<file path="src/pva_pkg.sv">
// Package for the polyphonic voice allocator.
// Holds field widths, function and register codes, controller state, command
// and status structs, and the frequency rounding helper. No dependencies.
`default_nettype none

package pva_pkg;

	localparam int FUNC_W     = 2;
	localparam int NOTE_W     = 8;
	localparam int FREQ_W     = 19;
	localparam int VOICE_W    = 3;
	localparam int SHIFT_W    = 12;
	localparam int RATIO_W    = 18;
	localparam int CFG_ADDR_W = 2;
	localparam int CFG_DATA_W = 18;
	localparam int PROD_W     = FREQ_W + RATIO_W;
	localparam int FSUM_W     = FREQ_W + 3;

	localparam logic [FREQ_W-1:0]  FREQ_MAX  = {FREQ_W{1'b1}};
	localparam logic [RATIO_W-1:0] RATIO_ONE = 18'd65536;

	localparam logic [FUNC_W-1:0] FUNC_START    = 2'd0;
	localparam logic [FUNC_W-1:0] FUNC_STOP     = 2'd1;
	localparam logic [FUNC_W-1:0] FUNC_STOP_ALL = 2'd2;

	localparam logic ACT_TRIGGER = 1'b0;
	localparam logic ACT_RELEASE = 1'b1;

	localparam logic [CFG_ADDR_W-1:0] REG_SHIFT_HZ     = 2'd0;
	localparam logic [CFG_ADDR_W-1:0] REG_RATIO_SECOND = 2'd1;
	localparam logic [CFG_ADDR_W-1:0] REG_RATIO_THIRD  = 2'd2;

	typedef enum logic [3:0] {
		ST_IDLE,
		ST_SCAN,
		ST_DECIDE,
		ST_MUL_A,
		ST_MUL_B,
		ST_MUL_C,
		ST_EMIT_TRIG,
		ST_EMIT_REL,
		ST_REL_ALL
	} state_t;

	typedef struct packed {
		logic load;
		logic scan;
		logic start_commit;
		logic stop_commit;
		logic mul_a;
		logic mul_b;
		logic mul_c;
		logic emit_trig;
		logic emit_rel;
		logic emit_relall;
	} pva_cmd_t;

	typedef struct packed {
		logic in_start;
		logic in_stop;
		logic in_all;
		logic item_start;
		logic scan_done;
		logic found;
		logic out_free;
		logic relall_last;
	} pva_sts_t;

	// Round half up from Q.16 and clamp to the frequency range.
	function automatic logic [FREQ_W-1:0] round_sat(input logic [PROD_W-1:0] p);
		logic [PROD_W:0]    sum;
		logic [PROD_W-16:0] q;
		sum = {1'b0, p} + (PROD_W+1)'(32768);
		q   = sum[PROD_W:16];
		if (q > (PROD_W-15)'(FREQ_MAX))
			return FREQ_MAX;
		return q[FREQ_W-1:0];
	endfunction

endpackage

`default_nettype wire

</file>
<file path="src/pva_if.sv">
// Channel interfaces of the voice allocator: note requests in, voice words
// out, and the register write channel. Depends on pva_pkg.
`default_nettype none

interface pva_in_if;
	logic                        valid;
	logic                        ready;
	logic [pva_pkg::FUNC_W-1:0]  func;
	logic [pva_pkg::NOTE_W-1:0]  note_id;
	logic [pva_pkg::FREQ_W-1:0]  frequency;
	modport source (output valid, func, note_id, frequency, input ready);
	modport sink   (input valid, func, note_id, frequency, output ready);
endinterface

interface pva_out_if;
	logic                        valid;
	logic                        ready;
	logic                        action;
	logic [pva_pkg::VOICE_W-1:0] voice;
	logic [pva_pkg::FREQ_W-1:0]  freq_main;
	logic [pva_pkg::FREQ_W-1:0]  freq_second;
	logic [pva_pkg::FREQ_W-1:0]  freq_third;
	logic                        last;
	modport source (output valid, action, voice, freq_main, freq_second, freq_third, last,
		input ready);
	modport sink   (input valid, action, voice, freq_main, freq_second, freq_third, last,
		output ready);
endinterface

interface pva_cfg_if;
	logic                           valid;
	logic                           ready;
	logic [pva_pkg::CFG_ADDR_W-1:0] addr;
	logic [pva_pkg::CFG_DATA_W-1:0] data;
	modport source (output valid, addr, data, input ready);
	modport sink   (input valid, addr, data, output ready);
endinterface

`default_nettype wire

</file>
<file path="src/poly_voice_allocator.sv">
// Top level of the polyphonic voice allocator.
// Depends on pva_pkg, pva_if, pva_ctrl and pva_dp.
//
//   channel    dir  carries                                           handshake
//   note_in    in   func, note_id, frequency                          valid/ready
//   voice_out  out  action, voice, freq_main/second/third, last       valid/ready
//   cfg        in   addr (0 shift_hz, 1 ratio_second, 2 ratio_third), valid/ready
//                   data
//
// A start scans the note table, commits, runs the multiply steps and emits; a stop
// scans, commits and emits; a stop-all emits one release per voice. The note table
// lookup reads its memory one entry per cycle; the detune multiplier is shared by the
// second and third frequency. Reset clears the note table and refills the free-voice
// FIFO at once, with no clearing pass. A stalled voice_out holds the one-word output
// register and the controller waits before writing the next word into it.
`default_nettype none

module poly_voice_allocator #(
	parameter int VOICES = 8
) (
	input  wire logic  clk,
	input  wire logic  arst_n,
	pva_in_if.sink     note_in,
	pva_out_if.source  voice_out,
	pva_cfg_if.sink    cfg
);
	import pva_pkg::*;

	pva_cmd_t cmd;
	pva_sts_t st;

	pva_ctrl u_ctrl (
		.clk      (clk),
		.arst_n   (arst_n),
		.in_valid (note_in.valid),
		.in_ready (note_in.ready),
		.st       (st),
		.cmd      (cmd)
	);

	pva_dp #(
		.VOICES (VOICES)
	) u_dp (
		.clk       (clk),
		.arst_n    (arst_n),
		.func      (note_in.func),
		.note_id   (note_in.note_id),
		.frequency (note_in.frequency),
		.cmd       (cmd),
		.st        (st),
		.cfg       (cfg),
		.vout      (voice_out)
	);

endmodule

`default_nettype wire

</file>
<file path="src/pva_ctrl.sv">
// Controller state machine of the voice allocator.
// Sequences scan, commit, multiply and emit steps of the datapath. Depends on pva_pkg.
`default_nettype none

module pva_ctrl (
	input  wire logic              clk,
	input  wire logic              arst_n,
	input  wire logic              in_valid,
	output logic                   in_ready,
	input  wire pva_pkg::pva_sts_t st,
	output pva_pkg::pva_cmd_t      cmd
);
	import pva_pkg::*;

	state_t state_q, state_d;

	always_ff @(posedge clk or negedge arst_n) begin
		if (!arst_n)
			state_q <= ST_IDLE;
		else
			state_q <= state_d;
	end

	always_comb begin
		state_d  = state_q;
		cmd      = '0;
		in_ready = 1'b0;
		unique case (state_q)
			ST_IDLE: begin
				in_ready = 1'b1;
				if (in_valid) begin
					cmd.load = 1'b1;
					priority if (st.in_start || st.in_stop)
						state_d = ST_SCAN;
					else if (st.in_all)
						state_d = ST_REL_ALL;
					else
						state_d = ST_IDLE;
				end
			end
			ST_SCAN: begin
				cmd.scan = 1'b1;
				if (st.scan_done)
					state_d = ST_DECIDE;
			end
			ST_DECIDE: begin
				priority if (st.found && st.item_start)
					state_d = ST_IDLE;
				else if (st.item_start) begin
					cmd.start_commit = 1'b1;
					state_d          = ST_MUL_A;
				end else if (st.found) begin
					cmd.stop_commit = 1'b1;
					state_d         = ST_EMIT_REL;
				end else
					state_d = ST_IDLE;
			end
			ST_MUL_A: begin
				cmd.mul_a = 1'b1;
				state_d   = ST_MUL_B;
			end
			ST_MUL_B: begin
				cmd.mul_b = 1'b1;
				state_d   = ST_MUL_C;
			end
			ST_MUL_C: begin
				cmd.mul_c = 1'b1;
				state_d   = ST_EMIT_TRIG;
			end
			ST_EMIT_TRIG: begin
				if (st.out_free) begin
					cmd.emit_trig = 1'b1;
					state_d       = ST_IDLE;
				end
			end
			ST_EMIT_REL: begin
				if (st.out_free) begin
					cmd.emit_rel = 1'b1;
					state_d      = ST_IDLE;
				end
			end
			ST_REL_ALL: begin
				if (st.out_free) begin
					cmd.emit_relall = 1'b1;
					if (st.relall_last)
						state_d = ST_IDLE;
				end
			end
			default: state_d = ST_IDLE;
		endcase
	end

	a_emit_has_room: assert property (@(posedge clk) disable iff (!arst_n)
		(cmd.emit_trig || cmd.emit_rel || cmd.emit_relall) |-> st.out_free)
		else $error("voice word emitted into a full output register");

	a_decide_after_scan: assert property (@(posedge clk) disable iff (!arst_n)
		(state_q == ST_DECIDE) |-> st.scan_done)
		else $error("decision taken before the note table scan finished");

endmodule

`default_nettype wire

</file>
<file path="src/pva_dp.sv">
// Datapath of the voice allocator: config registers, note table and free-voice
// FIFO memories, frequency multiply, output register. Depends on pva_pkg, pva_if.
`default_nettype none

module pva_dp #(
	parameter int VOICES = 8
) (
	input  wire logic                     clk,
	input  wire logic                     arst_n,
	input  wire logic [pva_pkg::FUNC_W-1:0] func,
	input  wire logic [pva_pkg::NOTE_W-1:0] note_id,
	input  wire logic [pva_pkg::FREQ_W-1:0] frequency,
	input  wire pva_pkg::pva_cmd_t        cmd,
	output pva_pkg::pva_sts_t             st,
	pva_cfg_if.sink                       cfg,
	pva_out_if.source                     vout
);
	import pva_pkg::*;

	localparam int VW = (VOICES > 1) ? $clog2(VOICES) : 1;
	localparam int CW = $clog2(VOICES + 1);
	localparam int SW = CW + 1;

	// configuration
	logic signed [SHIFT_W-1:0] shift_q;
	logic [RATIO_W-1:0]        ratio2_q, ratio3_q;

	// latched item
	logic [FUNC_W-1:0] func_q;
	logic [NOTE_W-1:0] note_q;
	logic [FREQ_W-1:0] freq_q;

	// note table and free-voice FIFO
	logic [NOTE_W-1:0] held_mem [VOICES];
	logic [VOICES-1:0] held_vld_q;
	logic [VW-1:0]     fifo_mem [VOICES];
	logic [VOICES-1:0] fifo_vld_q;
	logic [VW-1:0]     head_q;
	logic [CW-1:0]     count_q;

	// scan
	logic [CW-1:0]     idx_q;
	logic              rd_go_s1, rd_vld_s1;
	logic [NOTE_W-1:0] rd_note_s1;
	logic [VW-1:0]     rd_idx_s1;
	logic              found_q;
	logic [VW-1:0]     match_q;

	// FIFO head read
	logic [VW-1:0] fifo_rd_s1, head_idx_s1;
	logic          fifo_hv_s1;
	logic [VW-1:0] head_entry, pop_voice;
	logic [SW-1:0] tail_sum, tail_wrap;
	logic [VW-1:0] tail;

	// frequency path
	logic signed [FSUM_W-1:0] fsum;
	logic [FREQ_W-1:0]        fm_d, fm_q, f2_q, f3_q;
	logic [RATIO_W-1:0]       ratio_sel;
	logic [PROD_W-1:0]        prod_q;
	logic [VW-1:0]            voice_q;

	// output register
	logic               ov_q;
	logic               o_action_q, o_last_q;
	logic [VOICE_W-1:0] o_voice_q;
	logic [FREQ_W-1:0]  o_f1_q, o_f2_q, o_f3_q;

	logic scan_rd, relall_last;

	assign cfg.ready = 1'b1;

	always_ff @(posedge clk or negedge arst_n) begin
		if (!arst_n) begin
			shift_q  <= '0;
			ratio2_q <= RATIO_ONE;
			ratio3_q <= RATIO_ONE;
		end else if (cfg.valid) begin
			unique case (cfg.addr)
				REG_SHIFT_HZ:     shift_q  <= cfg.data[SHIFT_W-1:0];
				REG_RATIO_SECOND: ratio2_q <= cfg.data[RATIO_W-1:0];
				REG_RATIO_THIRD:  ratio3_q <= cfg.data[RATIO_W-1:0];
				default: ;
			endcase
		end
	end

	always_ff @(posedge clk) begin
		if (cmd.load) begin
			func_q <= func;
			note_q <= note_id;
			freq_q <= frequency;
		end
	end

	assign scan_rd     = cmd.scan && (idx_q < CW'(VOICES));
	assign relall_last = (idx_q == CW'(VOICES - 1));

	// Scan and stop-all share the index; a new item rewinds it.
	always_ff @(posedge clk or negedge arst_n) begin
		if (!arst_n) begin
			idx_q    <= '0;
			rd_go_s1 <= 1'b0;
			found_q  <= 1'b0;
		end else begin
			rd_go_s1 <= scan_rd;
			if (cmd.load) begin
				idx_q   <= '0;
				found_q <= 1'b0;
			end else if (scan_rd || cmd.emit_relall)
				idx_q <= idx_q + CW'(1);
			if (rd_go_s1 && rd_vld_s1 && (rd_note_s1 == note_q) && !found_q)
				found_q <= 1'b1;
		end
	end

	always_ff @(posedge clk) begin
		rd_note_s1 <= held_mem[idx_q[VW-1:0]];
		rd_vld_s1  <= held_vld_q[idx_q[VW-1:0]];
		rd_idx_s1  <= idx_q[VW-1:0];
		if (rd_go_s1 && rd_vld_s1 && (rd_note_s1 == note_q) && !found_q)
			match_q <= rd_idx_s1;
	end

	// FIFO head entry; an entry never pushed holds its own index
	always_ff @(posedge clk) begin
		fifo_rd_s1  <= fifo_mem[head_q];
		fifo_hv_s1  <= fifo_vld_q[head_q];
		head_idx_s1 <= head_q;
	end

	assign head_entry = fifo_hv_s1 ? fifo_rd_s1 : head_idx_s1;
	assign pop_voice  = (count_q != '0) ? head_entry : '0;
	assign tail_sum   = SW'(head_q) + SW'(count_q);
	assign tail_wrap  = (tail_sum >= SW'(VOICES)) ? tail_sum - SW'(VOICES) : tail_sum;
	assign tail       = tail_wrap[VW-1:0];

	always_ff @(posedge clk) begin
		if (cmd.start_commit)
			held_mem[pop_voice] <= note_q;
		if (cmd.stop_commit && (count_q < CW'(VOICES)))
			fifo_mem[tail] <= match_q;
	end

	always_ff @(posedge clk or negedge arst_n) begin
		if (!arst_n) begin
			held_vld_q <= '0;
			fifo_vld_q <= '0;
			head_q     <= '0;
			count_q    <= CW'(VOICES);
		end else if (cmd.emit_relall && relall_last) begin
			held_vld_q <= '0;
			fifo_vld_q <= '0;
			head_q     <= '0;
			count_q    <= CW'(VOICES);
		end else if (cmd.start_commit) begin
			held_vld_q[pop_voice] <= 1'b1;
			if (count_q != '0) begin
				head_q  <= (head_q == VW'(VOICES - 1)) ? '0 : head_q + VW'(1);
				count_q <= count_q - CW'(1);
			end
		end else if (cmd.stop_commit) begin
			held_vld_q[match_q] <= 1'b0;
			if (count_q < CW'(VOICES)) begin
				fifo_vld_q[tail] <= 1'b1;
				count_q          <= count_q + CW'(1);
			end
		end
	end

	// base plus sixteen times the shift, clamped
	always_comb begin
		fsum = $signed({3'b000, freq_q})
			+ $signed({{(FSUM_W-SHIFT_W-4){shift_q[SHIFT_W-1]}}, shift_q, 4'b0000});
		if (fsum[FSUM_W-1])
			fm_d = '0;
		else if (|fsum[FSUM_W-2:FREQ_W])
			fm_d = FREQ_MAX;
		else
			fm_d = fsum[FREQ_W-1:0];
	end

	assign ratio_sel = cmd.mul_b ? ratio3_q : ratio2_q;

	always_ff @(posedge clk) begin
		if (cmd.start_commit) begin
			fm_q    <= fm_d;
			voice_q <= pop_voice;
		end
		if (cmd.stop_commit)
			voice_q <= match_q;
		if (cmd.mul_a || cmd.mul_b)
			prod_q <= PROD_W'(fm_q) * PROD_W'(ratio_sel);
		if (cmd.mul_b)
			f2_q <= round_sat(prod_q);
		if (cmd.mul_c)
			f3_q <= round_sat(prod_q);
	end

	// one-word output register
	always_ff @(posedge clk or negedge arst_n) begin
		if (!arst_n)
			ov_q <= 1'b0;
		else if (cmd.emit_trig || cmd.emit_rel || cmd.emit_relall)
			ov_q <= 1'b1;
		else if (vout.ready)
			ov_q <= 1'b0;
	end

	always_ff @(posedge clk) begin
		if (cmd.emit_trig) begin
			o_action_q <= ACT_TRIGGER;
			o_voice_q  <= VOICE_W'(voice_q);
			o_f1_q     <= fm_q;
			o_f2_q     <= f2_q;
			o_f3_q     <= f3_q;
			o_last_q   <= 1'b1;
		end else if (cmd.emit_rel || cmd.emit_relall) begin
			o_action_q <= ACT_RELEASE;
			o_voice_q  <= cmd.emit_rel ? VOICE_W'(voice_q) : VOICE_W'(idx_q);
			o_f1_q     <= '0;
			o_f2_q     <= '0;
			o_f3_q     <= '0;
			o_last_q   <= cmd.emit_rel | relall_last;
		end
	end

	assign vout.valid       = ov_q;
	assign vout.action      = o_action_q;
	assign vout.voice       = o_voice_q;
	assign vout.freq_main   = o_f1_q;
	assign vout.freq_second = o_f2_q;
	assign vout.freq_third  = o_f3_q;
	assign vout.last        = o_last_q;

	always_comb begin
		st.in_start    = (func == FUNC_START) && (note_id != '0);
		st.in_stop     = (func == FUNC_STOP) && (note_id != '0);
		st.in_all      = (func == FUNC_STOP_ALL);
		st.item_start  = (func_q == FUNC_START);
		st.scan_done   = (idx_q == CW'(VOICES)) && !rd_go_s1;
		st.found       = found_q;
		st.out_free    = !ov_q || vout.ready;
		st.relall_last = relall_last;
	end

	a_count_bound: assert property (@(posedge clk) disable iff (!arst_n)
		count_q <= CW'(VOICES))
		else $error("free-voice count above the number of voices");

	a_refill: assert property (@(posedge clk) disable iff (!arst_n)
		(cmd.emit_relall && relall_last) |=> (count_q == CW'(VOICES)) && (head_q == '0))
		else $error("free-voice FIFO not refilled after stop-all");

endmodule

`default_nettype wire

</file>
<file path="src/flat_wrapper.sv">
// flat-port wrapper written by rule: the top's interface ports become plain ports
module poly_voice_allocator_flat import pva_pkg::*;
#(
	parameter int VOICES = 8
)
  (clk, arst_n, note_in_valid, note_in_func, note_in_note_id, note_in_frequency, note_in_ready, voice_out_valid, voice_out_action, voice_out_voice, voice_out_freq_main, voice_out_freq_second, voice_out_freq_third, voice_out_last, voice_out_ready, cfg_valid, cfg_addr, cfg_data, cfg_ready);
  pva_in_if note_in_i ();
  pva_out_if voice_out_i ();
  pva_cfg_if cfg_i ();
  input  wire logic clk;
  input  wire logic arst_n;
  input wire logic [$bits(note_in_i.valid)-1:0] note_in_valid;
  input wire logic [$bits(note_in_i.func)-1:0] note_in_func;
  input wire logic [$bits(note_in_i.note_id)-1:0] note_in_note_id;
  input wire logic [$bits(note_in_i.frequency)-1:0] note_in_frequency;
  output wire logic [$bits(note_in_i.ready)-1:0] note_in_ready;
  output wire logic [$bits(voice_out_i.valid)-1:0] voice_out_valid;
  output wire logic [$bits(voice_out_i.action)-1:0] voice_out_action;
  output wire logic [$bits(voice_out_i.voice)-1:0] voice_out_voice;
  output wire logic [$bits(voice_out_i.freq_main)-1:0] voice_out_freq_main;
  output wire logic [$bits(voice_out_i.freq_second)-1:0] voice_out_freq_second;
  output wire logic [$bits(voice_out_i.freq_third)-1:0] voice_out_freq_third;
  output wire logic [$bits(voice_out_i.last)-1:0] voice_out_last;
  input wire logic [$bits(voice_out_i.ready)-1:0] voice_out_ready;
  input wire logic [$bits(cfg_i.valid)-1:0] cfg_valid;
  input wire logic [$bits(cfg_i.addr)-1:0] cfg_addr;
  input wire logic [$bits(cfg_i.data)-1:0] cfg_data;
  output wire logic [$bits(cfg_i.ready)-1:0] cfg_ready;
  assign note_in_i.valid = note_in_valid;
  assign note_in_i.func = note_in_func;
  assign note_in_i.note_id = note_in_note_id;
  assign note_in_i.frequency = note_in_frequency;
  assign note_in_ready = note_in_i.ready;
  assign voice_out_valid = voice_out_i.valid;
  assign voice_out_action = voice_out_i.action;
  assign voice_out_voice = voice_out_i.voice;
  assign voice_out_freq_main = voice_out_i.freq_main;
  assign voice_out_freq_second = voice_out_i.freq_second;
  assign voice_out_freq_third = voice_out_i.freq_third;
  assign voice_out_last = voice_out_i.last;
  assign voice_out_i.ready = voice_out_ready;
  assign cfg_i.valid = cfg_valid;
  assign cfg_i.addr = cfg_addr;
  assign cfg_i.data = cfg_data;
  assign cfg_ready = cfg_i.ready;
  poly_voice_allocator #(.VOICES(VOICES)) u_core (.clk(clk), .arst_n(arst_n), .note_in(note_in_i), .voice_out(voice_out_i), .cfg(cfg_i));
endmodule
</file>
<file path="config.mk">
export PLATFORM = sky130hd
export DESIGN_NAME = poly_voice_allocator_flat
export DESIGN_NICKNAME = d
export VERILOG_FILES = /design/src/pva_pkg.sv /design/src/pva_if.sv /design/src/poly_voice_allocator.sv /design/src/pva_ctrl.sv /design/src/pva_dp.sv /design/src/flat_wrapper.sv
export SDC_FILE = /design/constraint.sdc
export NUM_CORES = 1
export LEC_CHECK = 0
export BUFFER_PORTS_ARGS = -buffer_cell sky130_fd_sc_hd__buf_2
export CAP_MARGIN = 20
export CORE_MARGIN = 2
export CORE_UTILIZATION = 50
export DETAILED_ROUTE_END_ITERATION = 10
export HOLD_SLACK_MARGIN = 0.05
export PLACE_DENSITY = 0.67
export SLEW_MARGIN = 10
export SYNTH_ARGS = -nofsm -noshare
export SYNTH_HDL_FRONTEND = slang
export SYNTH_HIERARCHICAL = 1
export SYNTH_SLANG_ARGS = --single-unit
export TNS_END_PERCENT = 50
</file>
<file path="constraint.sdc">
create_clock -name clk -period 11.1 [get_ports clk]
set_input_delay 1.665 -clock clk [delete_from_list [all_inputs] [get_ports clk]]
set_output_delay 1.665 -clock clk [all_outputs]
set_load 0.005 [all_outputs]
</file>
# --- Word-level counts from Yosys, hierarchy flattened ---
# Memories as Yosys holds them, arrays and structs flattened. A register that Yosys moved wholly into a read port is not among the register bits.
# Cells that the tools add are included.
word_totals:
  regBits: 281
  mem_bits_rw: 88
  elab_cells: 214
  mem_count: 2
  out_inout_bits: 65
mem_list:
  columns: ["memory", "words", "word_bits", "rd", "rd_clocked_by_memory_dff", "write_ports", "line", "rtl"]
  rows:
  - ["u_core.u_dp.held_mem", 8, 8, 1, 1, 1, "pva_dp.sv:34", "logic [NOTE_W-1:0] held_mem [VOICES];"]
  - ["u_core.u_dp.fifo_mem", 8, 3, 1, 1, 1, "pva_dp.sv:36", "logic [VW-1:0] fifo_mem [VOICES];"]
classes:
  magnitude_cmp: 12
  multipliers: 1
  eq_ne: 23
  muxes: 83
  reduce_logical: 49
  n_addsub: 8
  bitwise_logic: 5
op_table:
  columns: ["op", "n"]
  rows:
  - ["$mux W19", 8]
  - ["$mux W4", 16]
  - ["$mux W8", 7]
  - ["$mux W3", 13]
  - ["$add A37 B16 Y38 const B", 1]
  - ["$mul A19 B18 Y37", 1]
  - ["$pmux W4 S8", 1]
  - ["$mux W1", 30]
  - ["$gt A22 B19 Y1 const B", 1]
  - ["$add A20 B16 Y21", 1]
  - ["$eq A4 B3 Y1 const B", 5]
  - ["$lt A3 B4 Y1 const B", 5]
  - ["$mux W18", 1]
  - ["$reduce_bool A2 Y1", 9]
  - ["$or A8 B8 Y8", 2]
  - ["$logic_and A1 B1 Y1", 13]
  - ["$demux W1 S3", 3]
  - ["$ge A3 B1 Y1 const B", 3]
  - ["$add A4 B1 Y4 const B", 2]
  - ["$and A8 B8 Y8", 1]
  - ["$eq A4 B2 Y1 const B", 2]
  - ["$eq A4 B4 Y1 const B", 2]
  - ["$eq A8 B8 Y1", 1]
  - ["$lt A4 B4 Y1 const B", 2]
  - ["27 further kinds", 51]

# --- Depth between registers and ports, before layout ---
# Gate-level depths: netlist of the first run.
logic_depth:
  depth_word: 12
  depth_mapped: 27
  mapped_depth_nobuf: 24

# --- Hierarchy ---
# Netlist of the first run, hierarchy kept.
modules_own_cells:
  columns: ["module", "area_per_inst_um2", "cells_each", "seq_area_each_um2", "instances"]
  rows:
  - ["pva_dp", 25913.6, 2262, 10243.6, 1]
  - ["pva_ctrl", 425.4, 52, 100.1, 1]

# --- Worst setup path after synthesis of the first run ---
# OpenSTA, ideal clock, no wires.
synth_timing:
  kind: "register to register"
  startpoint: "register u_core.u_ctrl.state_q[3]"
  endpoint: "register u_core.u_dp.prod_q[35], data pin"
  setup_slack_ns: 2.395
  n_path_buf: 4
  path_stages_with_launch: 26
  arrival_ns: 8.439
  required_ns: 10.834
  synth_period_minus_slack_ns: 8.705
  cell_sequence: "dfrtp_1 > buf_2 > nand2b_1 > nor3_1 > buf_2 > buf_1 > mux2_2 > clkbuf_1 > nand2_1 > fa_1 > inv_1 > fa_1 > fa_1 > fa_1 > fa_1 > inv_1 > fa_1 > inv_1 > ha_1 > a21o_1 > a21oi_1 > o21ai_0 > a22o_1 > a311oi_2 > o221ai_1 > xor2_1"
synth_lines:
  columns: ["element", "line", "rtl"]
  rows:
  - ["start, declared", "pva_ctrl.sv:15", "state_t state_q, state_d;"]
  - ["start signal, assigned", "pva_ctrl.sv:21", "state_q <= state_d;"]
  - ["end signal, assigned", "pva_dp.sv:193", "prod_q <= PROD_W'(fm_q) * PROD_W'(ratio_sel);"]
  - ["end, declared", "pva_dp.sv:60", "logic [PROD_W-1:0] prod_q;"]

==> run summary, run 1 <==
Final WL: 60000 um
Synth Instances: 2314
Top Ports: 119
Clock buffer depth: 3
1st-pass router iterations: 6
Flop-to-flop setup slack: 3.42 ns
Area delta synth->final: 9.78%
Share of layout cells above drive strength 1: 14.3%
CTS Root Cell: clkbuf_16
Dominant cell type by area after synthesis: edfxtp_1
Port bufs: 117
Setup Buffers After CTS: 0
RSZ-0062 raised after global routing: no
Most used DFF post-synth: edfxtp_1
Gr ovfl total: 0
CTS tree: built
Die height: 234 um
Commonest cells post-synth: inv_1, fa_1, nand2_1, edfxtp_1, and2_1
Origin of the critical flop-to-flop path: u_core/u_ctrl/state_q[2]$_DFFE_PN0P_
Yosys cell types: 85
Number of warnings issued by yosys: 6
Critical path endpoint category: flip-flop
Crit Path Max Fanout: 19
Most frequent cell after synthesis: inv_1
DIE WIDTH: 234 um
Hold Startpoint: u_core/u_dp/rd_idx_s1[0]$_DFF_P_
Global placement routability congestion: 0.856
Worst r2r path cells: 23
Clk Latency, worst-skew pair: 0.57 ns
Worst Hold End: u_core/u_dp/match_q[0]$_DFFE_PP_
Die Area: 54500 sq um
Post-synth top area share: 29.9%
Clock skew: 0.0222 ns
Pin count of the biggest net entering global routing: 65
Initial antenna violation count: 0
Setup TNS: 0 ns
CP Class: reg2reg
Syn Area/Cell: 11.4 sq um
Status: complete, no violations
Post-CTS sizing: 0
Vias per Instance: 5.46
Hold Crit Depth: 0
Max-cap violations: 0
F_max: 130 MHz
Syn nets: 2776
Async SR Flop Fraction: 22.5%
Level count of the clock H-tree: 2
WL per Instance: 19.3 um
Initial DRC count: 1120
HP Class: reg2reg
Routed Antenna Nets: 0
EDFF count, synth: 262
Clock transition at path regs: 0.06 ns
# nets final: 2847
Area of the mapped netlist: 26300 sq um
Number of buffers created by CTS: 40
Worst-Margin Slew: 1.03 ns
Critical path data required time: 11.41 ns
Dominant cells by area after synthesis: edfxtp_1, fa_1, dfrtp_1
#FFs+latches synth: 365
HPWL after DPL: 44100 um
Core ar.: 52300 sq um
RR Endpoint: u_core/u_dp/prod_q[35]$_DFFE_PP_
Share of the yosys chip area belonging to registers: 39.3%
Vias in the first global route: 18268
Final setup fails: 0
FP Rows: 84
Period utilization: 69.2%
Final-report hold violation count: 0
Critical path arrival: 7.99 ns
# DRC: 0
First-pass GRT wire length: 97300 um
Final Critical Period: 7.68 ns
Slew Viols, Final: 0
Clock sink count: 365
Initial cell density of the core: 50.3%
Via count: 16950
GRT Total Usage: 23.0%
Hold-fix buffers, CTS: 0
Slew HR: 30.8%
ANT cells: 0
Crit start category: flip-flop
## critical path: stages, from the launching register on
cell	delay (ns)
dfrtp_1	0.56
nand2b_1	0.22
nor3_2	0.18
buf_4	0.35
mux2_2	0.53
nand2_1	0.15
fa_1	0.57
inv_1	0.05
fa_1	0.52
inv_1	0.07
fa_1	0.48
inv_1	0.06
fa_1	0.50
fa_1	0.55
inv_1	0.05
fa_1	0.54
inv_1	0.05
ha_1	0.37
and3_1	0.26
nand3_1	0.10
o2111ai_1	0.28
a311oi_2	0.56
o221ai_1	0.24
xor2_1	0.19
## layer usage
metal  routed length [um]  share of wire (%)  up-vias  track usage [%]
li1                     -                  -     7713                -
met1                25300                 42     8580             29.6
met2                29600                 49      557             39.4
met3                 3840                6.4      100             4.75
met4                 1310                2.2        0             6.33
met5                    0                  0        -                0
## kinds of logic (layout without fill, tap and decap cells)
group	after synthesis	in the layout	synth area share (%)
simple gates	698	698	13.4
xor+xnor	67	67	2.23
compound gates	220	220	5.50
other cells	1	1	0.0142
mux	111	111	5.85
buf+inv	444	547	6.60
flops	365	365	39.3
fa+ha+maj	408	408	27.2
## how the worst max path moves through the flow
stage                                    startpoint                                to  cells past startpoint
6_report       u_core/u_ctrl/state_q[2]$_DFFE_PN0P_  u_core/u_dp/prod_q[35]$_DFFE_PP_                     23
5_1_grt        u_core/u_ctrl/state_q[2]$_DFFE_PN0P_  u_core/u_dp/prod_q[35]$_DFFE_PP_                     23
4_1_cts        u_core/u_ctrl/state_q[2]$_DFFE_PN0P_  u_core/u_dp/prod_q[35]$_DFFE_PP_                     23
3_5_place_dp   u_core/u_ctrl/state_q[2]$_DFFE_PN0P_  u_core/u_dp/prod_q[35]$_DFFE_PP_                     23
3_3_place_gp   u_core/u_ctrl/state_q[2]$_DFFE_PN0P_  u_core/u_dp/prod_q[33]$_DFFE_PP_                     21
2_1_floorplan  u_core/u_ctrl/state_q[3]$_DFFE_PN0P_  u_core/u_dp/prod_q[35]$_DFFE_PP_                     25
## cell type report
class	count	area, sq um
flip-flops and latches	365	10300
inverters	340	1280
well taps	688	861
clock buffers	54	1120
fillers	4424	23400
clock inverters	20	285
multi-input cells	1505	14300
repair buffers	133	748
## stage by stage
stage | instances | instance area [sq um] | hold slack, ns | worst slack (ns) | utilization [%]
after floorplan | 2314 | 26300 | 0.345 | 2.39 | -
after global placement | 3028 | 27400 | 0.388 | 3.61 | 52.4
after detailed placement | 3028 | 27400 | 0.389 | 3.44 | 52.4
after CTS | 3102 | 28900 | 0.408 | 3.44 | 55.1
after global routing | 3105 | 28900 | 0.410 | 3.09 | 55.2
final | 3105 | 28900 | 0.410 | 3.42 | 55.2
## state kept, by name, summed over array words and instances, names as in the netlist, 4 cells and up
register and cells:
u_core/u_ctrl/state_q 4, u_core/u_dp/vout.freq_third 19, u_core/u_dp/ratio3_q 18, u_core/u_dp/held_vld_q 8
u_core/u_dp/rd_note_s1 8, u_core/u_dp/held_mem 64, u_core/u_dp/prod_q 22, u_core/u_dp/freq_q 19
u_core/u_dp/count_q 4, u_core/u_dp/ratio2_q 18, u_core/u_dp/f3_q 19, u_core/u_dp/fifo_vld_q 8
u_core/u_dp/f2_q 19, u_core/u_dp/fm_q 19, u_core/u_dp/vout.freq_main 19, u_core/u_dp/shift_q 12
u_core/u_dp/note_q 8, u_core/u_dp/fifo_mem 24, u_core/u_dp/vout.freq_second 19, u_core/u_dp/idx_q 4
## placed cells by master, fill, tap and decap left out, drive strengths merged, types with 26 or more instances in the layout
| cell type | synthesis | routed |
|---|---|---|
| ha | 135 | 135 |
| inv | 340 | 342 |
| dfrtp | 79 | 79 |
| mux2 | 80 | 80 |
| fa | 273 | 273 |
| nand2 | 283 | 283 |
| xnor2 | 35 | 35 |
| and2 | 157 | 157 |
| a21oi | 58 | 58 |
| edfxtp | 262 | 262 |
| mux4 | 26 | 26 |
| nor2 | 87 | 87 |
| buf | 44 | 133 |
| xor2 | 32 | 32 |
| nor2b | 62 | 62 |
| clkbuf | 60 | 54 |
| o21ai | 48 | 48 |
Power of run 1 is not shown: default switching activity piles up to over one toggle a cycle in this logic, so the estimate is an artifact.
==> run 2, diff against run 1 <==
PLACE_DENSITY = 0.7   (was 0.67)
clock period = 6.9 ns   (was 11.1 ns; I/O delays follow)
==> run summary, run 2 (synthesis gave the netlist of run 1 again) <==
Critical path arrival: 7.14 ns
Global placement routability congestion: 0.897
Fill cells: 4376
1st-pass router iterations: 6
DP Area: 27900 sq um
DIE WIDTH: 234 um
Port bufs: 117
Critical path endpoint category: flip-flop
Crit start category: flip-flop
# nets final: 2889
Vias in the first global route: 18756
Critical-path cell list: nand2b_4 > nor3_4 > buf_4 > buf_12 > buf_4 > mux2_4 > and2_1 > fa_1 > inv_1 > fa_1 > inv_1 > fa_1 > fa_1 > fa_1 > ha_1 > ha_1 > nand2_1 > o21bai_1 > nor3_1 > a21oi_4 > o41ai_2 > xnor2_1
Top Ports: 119
ANT cells: 0
CTS tree: built
Area delta synth->final: 12.2%
Final WL: 59000 um
Clk Latency, worst-skew pair: 0.56 ns
Number of buffers created by CTS: 39
CP top delay family: adder cells
Reg area: 10300 sq um
F_max: 146 MHz
Crit Path Max Fanout: 17
HP Class: reg2reg
Final Critical Period: 6.84 ns
Crit path buf inv count: 5
Level count of the clock H-tree: 2
Fin area: 29500 sq um
Top Registers: u_core/u_dp/held_mem: 64 flops, u_core/u_dp/fifo_mem: 24 flops, u_core/u_dp/prod_q: 22 flops
Worst-Margin Slew: 1.11 ns
CP Class: reg2reg
Delay of the slowest critical-path stage: 0.53 ns
FP Rows: 84
Max reg flops: 64
Core ar.: 52300 sq um
Status: complete, no violations
Clock buffer depth: 3
CTS Root Cell: clkbuf_16
Pin count of the biggest net entering global routing: 83
Clock sink count: 365
WL per Instance: 18.8 um
CP most frequent cell: fa_1
Most common cell after layout, fill and taps aside: inv_1
Clock transition at path regs: 0.06 ns
Critical path data required time: 7.20 ns
Period utilization: 99.1%
Slew Viols, Final: 0
HPWL after DPL: 42800 um
Initial cell density of the core: 50.3%
Final setup fails: 0
Die Area: 54500 sq um
Via count: 17092
Max stage delay cell, worst path: fa_1
Max-cap violations: 0
Initial DRC count: 1186
Routed Antenna Nets: 0
Most frequent cells in the layout: inv_1, nand2_1, fa_1, edfxtp_1, and2_1
Largest Register: u_core/u_dp/held_mem
Multi-input logic area: 14700 sq um
Initial antenna violation count: 0
Die height: 234 um
Final-report hold violation count: 0
GRT Total Usage: 22.5%
# DRC: 0
Slew HR: 26.0%
Vias per Instance: 5.43
Gr ovfl total: 0
Share of layout cells above drive strength 1: 17.5%
First-pass GRT wire length: 96200 um
Clock skew: 0.0210 ns
[run 2: cell type report]
type	instances	area share [%]
clock buffer	49	3.50
inverter	340	4.32
multi-input combinational	1506	49.8
tap	688	2.91
clock inverter	22	0.686
timing repair buffer	175	3.80
sequential	365	35.0
[run 2: worst paths after layout]
check	start	to	slack, ns	cells past startpoint
min	u_core/u_dp/rd_idx_s1[1]$_DFF_P_	u_core/u_dp/match_q[1]$_DFFE_PP_	0.40	0
max	u_core/u_ctrl/state_q[3]$_DFFE_PN0P_	u_core/u_dp/prod_q[36]$_DFFE_PP_	0.06	22
max reg2reg	u_core/u_ctrl/state_q[3]$_DFFE_PN0P_	u_core/u_dp/prod_q[36]$_DFFE_PP_	0.06	22
min in group asynchronous	arst_n	u_core/u_dp/fifo_vld_q[3]$_DFFE_PN0P_	0.46	1
max in group asynchronous	arst_n	u_core/u_dp/ratio3_q[16]$_DFFE_PN1P_	5.76	2
min reg2reg	u_core/u_dp/rd_idx_s1[1]$_DFF_P_	u_core/u_dp/match_q[1]$_DFFE_PP_	0.40	0
[run 2: per-layer routing]
metal  vias up  global-route usage [%]  part of all wire, %
li1       7801                       -                    -
met1      8676                    27.9                   40
met2       487                    40.2                   51
met3       128                    3.10                  5.1
met4         0                    7.83                  3.5
met5         -                       0                    0
[run 2: through the flow]
| step | setup slack (ns) | cells | TNS (ns) | util (%) | hold WS [ns] |
|---|---|---|---|---|---|
| finish | 0.0591 | 3145 | 0 | 56.5 | 0.396 |
| global route | -0.121 | 3145 | -0.237 | 56.5 | 0.404 |
| CTS | 0.0347 | 3124 | 0 | 55.8 | 0.392 |
| detailed placement | -0.0234 | 3053 | -0.0234 | 53.4 | 0.401 |
| global placement | 0.0902 | 3053 | 0 | 53.4 | 0.388 |
| floorplan | -0.0441 | 2314 | -0.0441 | - | 0.345 |
[run 2: worst register-to-register path, stage by stage (launching register included)]
cell      delay [ns]
dfrtp_1         0.39
nand2b_4        0.18
nor3_4          0.13
buf_4           0.15
buf_12          0.15
buf_4           0.15
mux2_4          0.40
and2_1          0.23
fa_1            0.52
inv_1           0.06
fa_1            0.53
inv_1           0.05
fa_1            0.45
fa_1            0.52
fa_1            0.45
ha_1            0.30
ha_1            0.48
nand2_1         0.20
o21bai_1        0.24
nor3_1          0.42
a21oi_4         0.15
o41ai_2         0.33
xnor2_1         0.12
[run 2: repair_timing]
| action | in CTS | in global routing |
|---|---|---|
| hold buffers | 0 | 0 |
| pin swaps | 0 | 5 |
| setup buffers | 0 | 17 |
| gates resized for setup | 1 | 23 |
| endpoints found under the setup margin | 1 | 14 |
| cloned | 0 | 2 |
| endpoints found under the hold margin | 0 | 0 |
Power of run 2 is left out for the same reason.
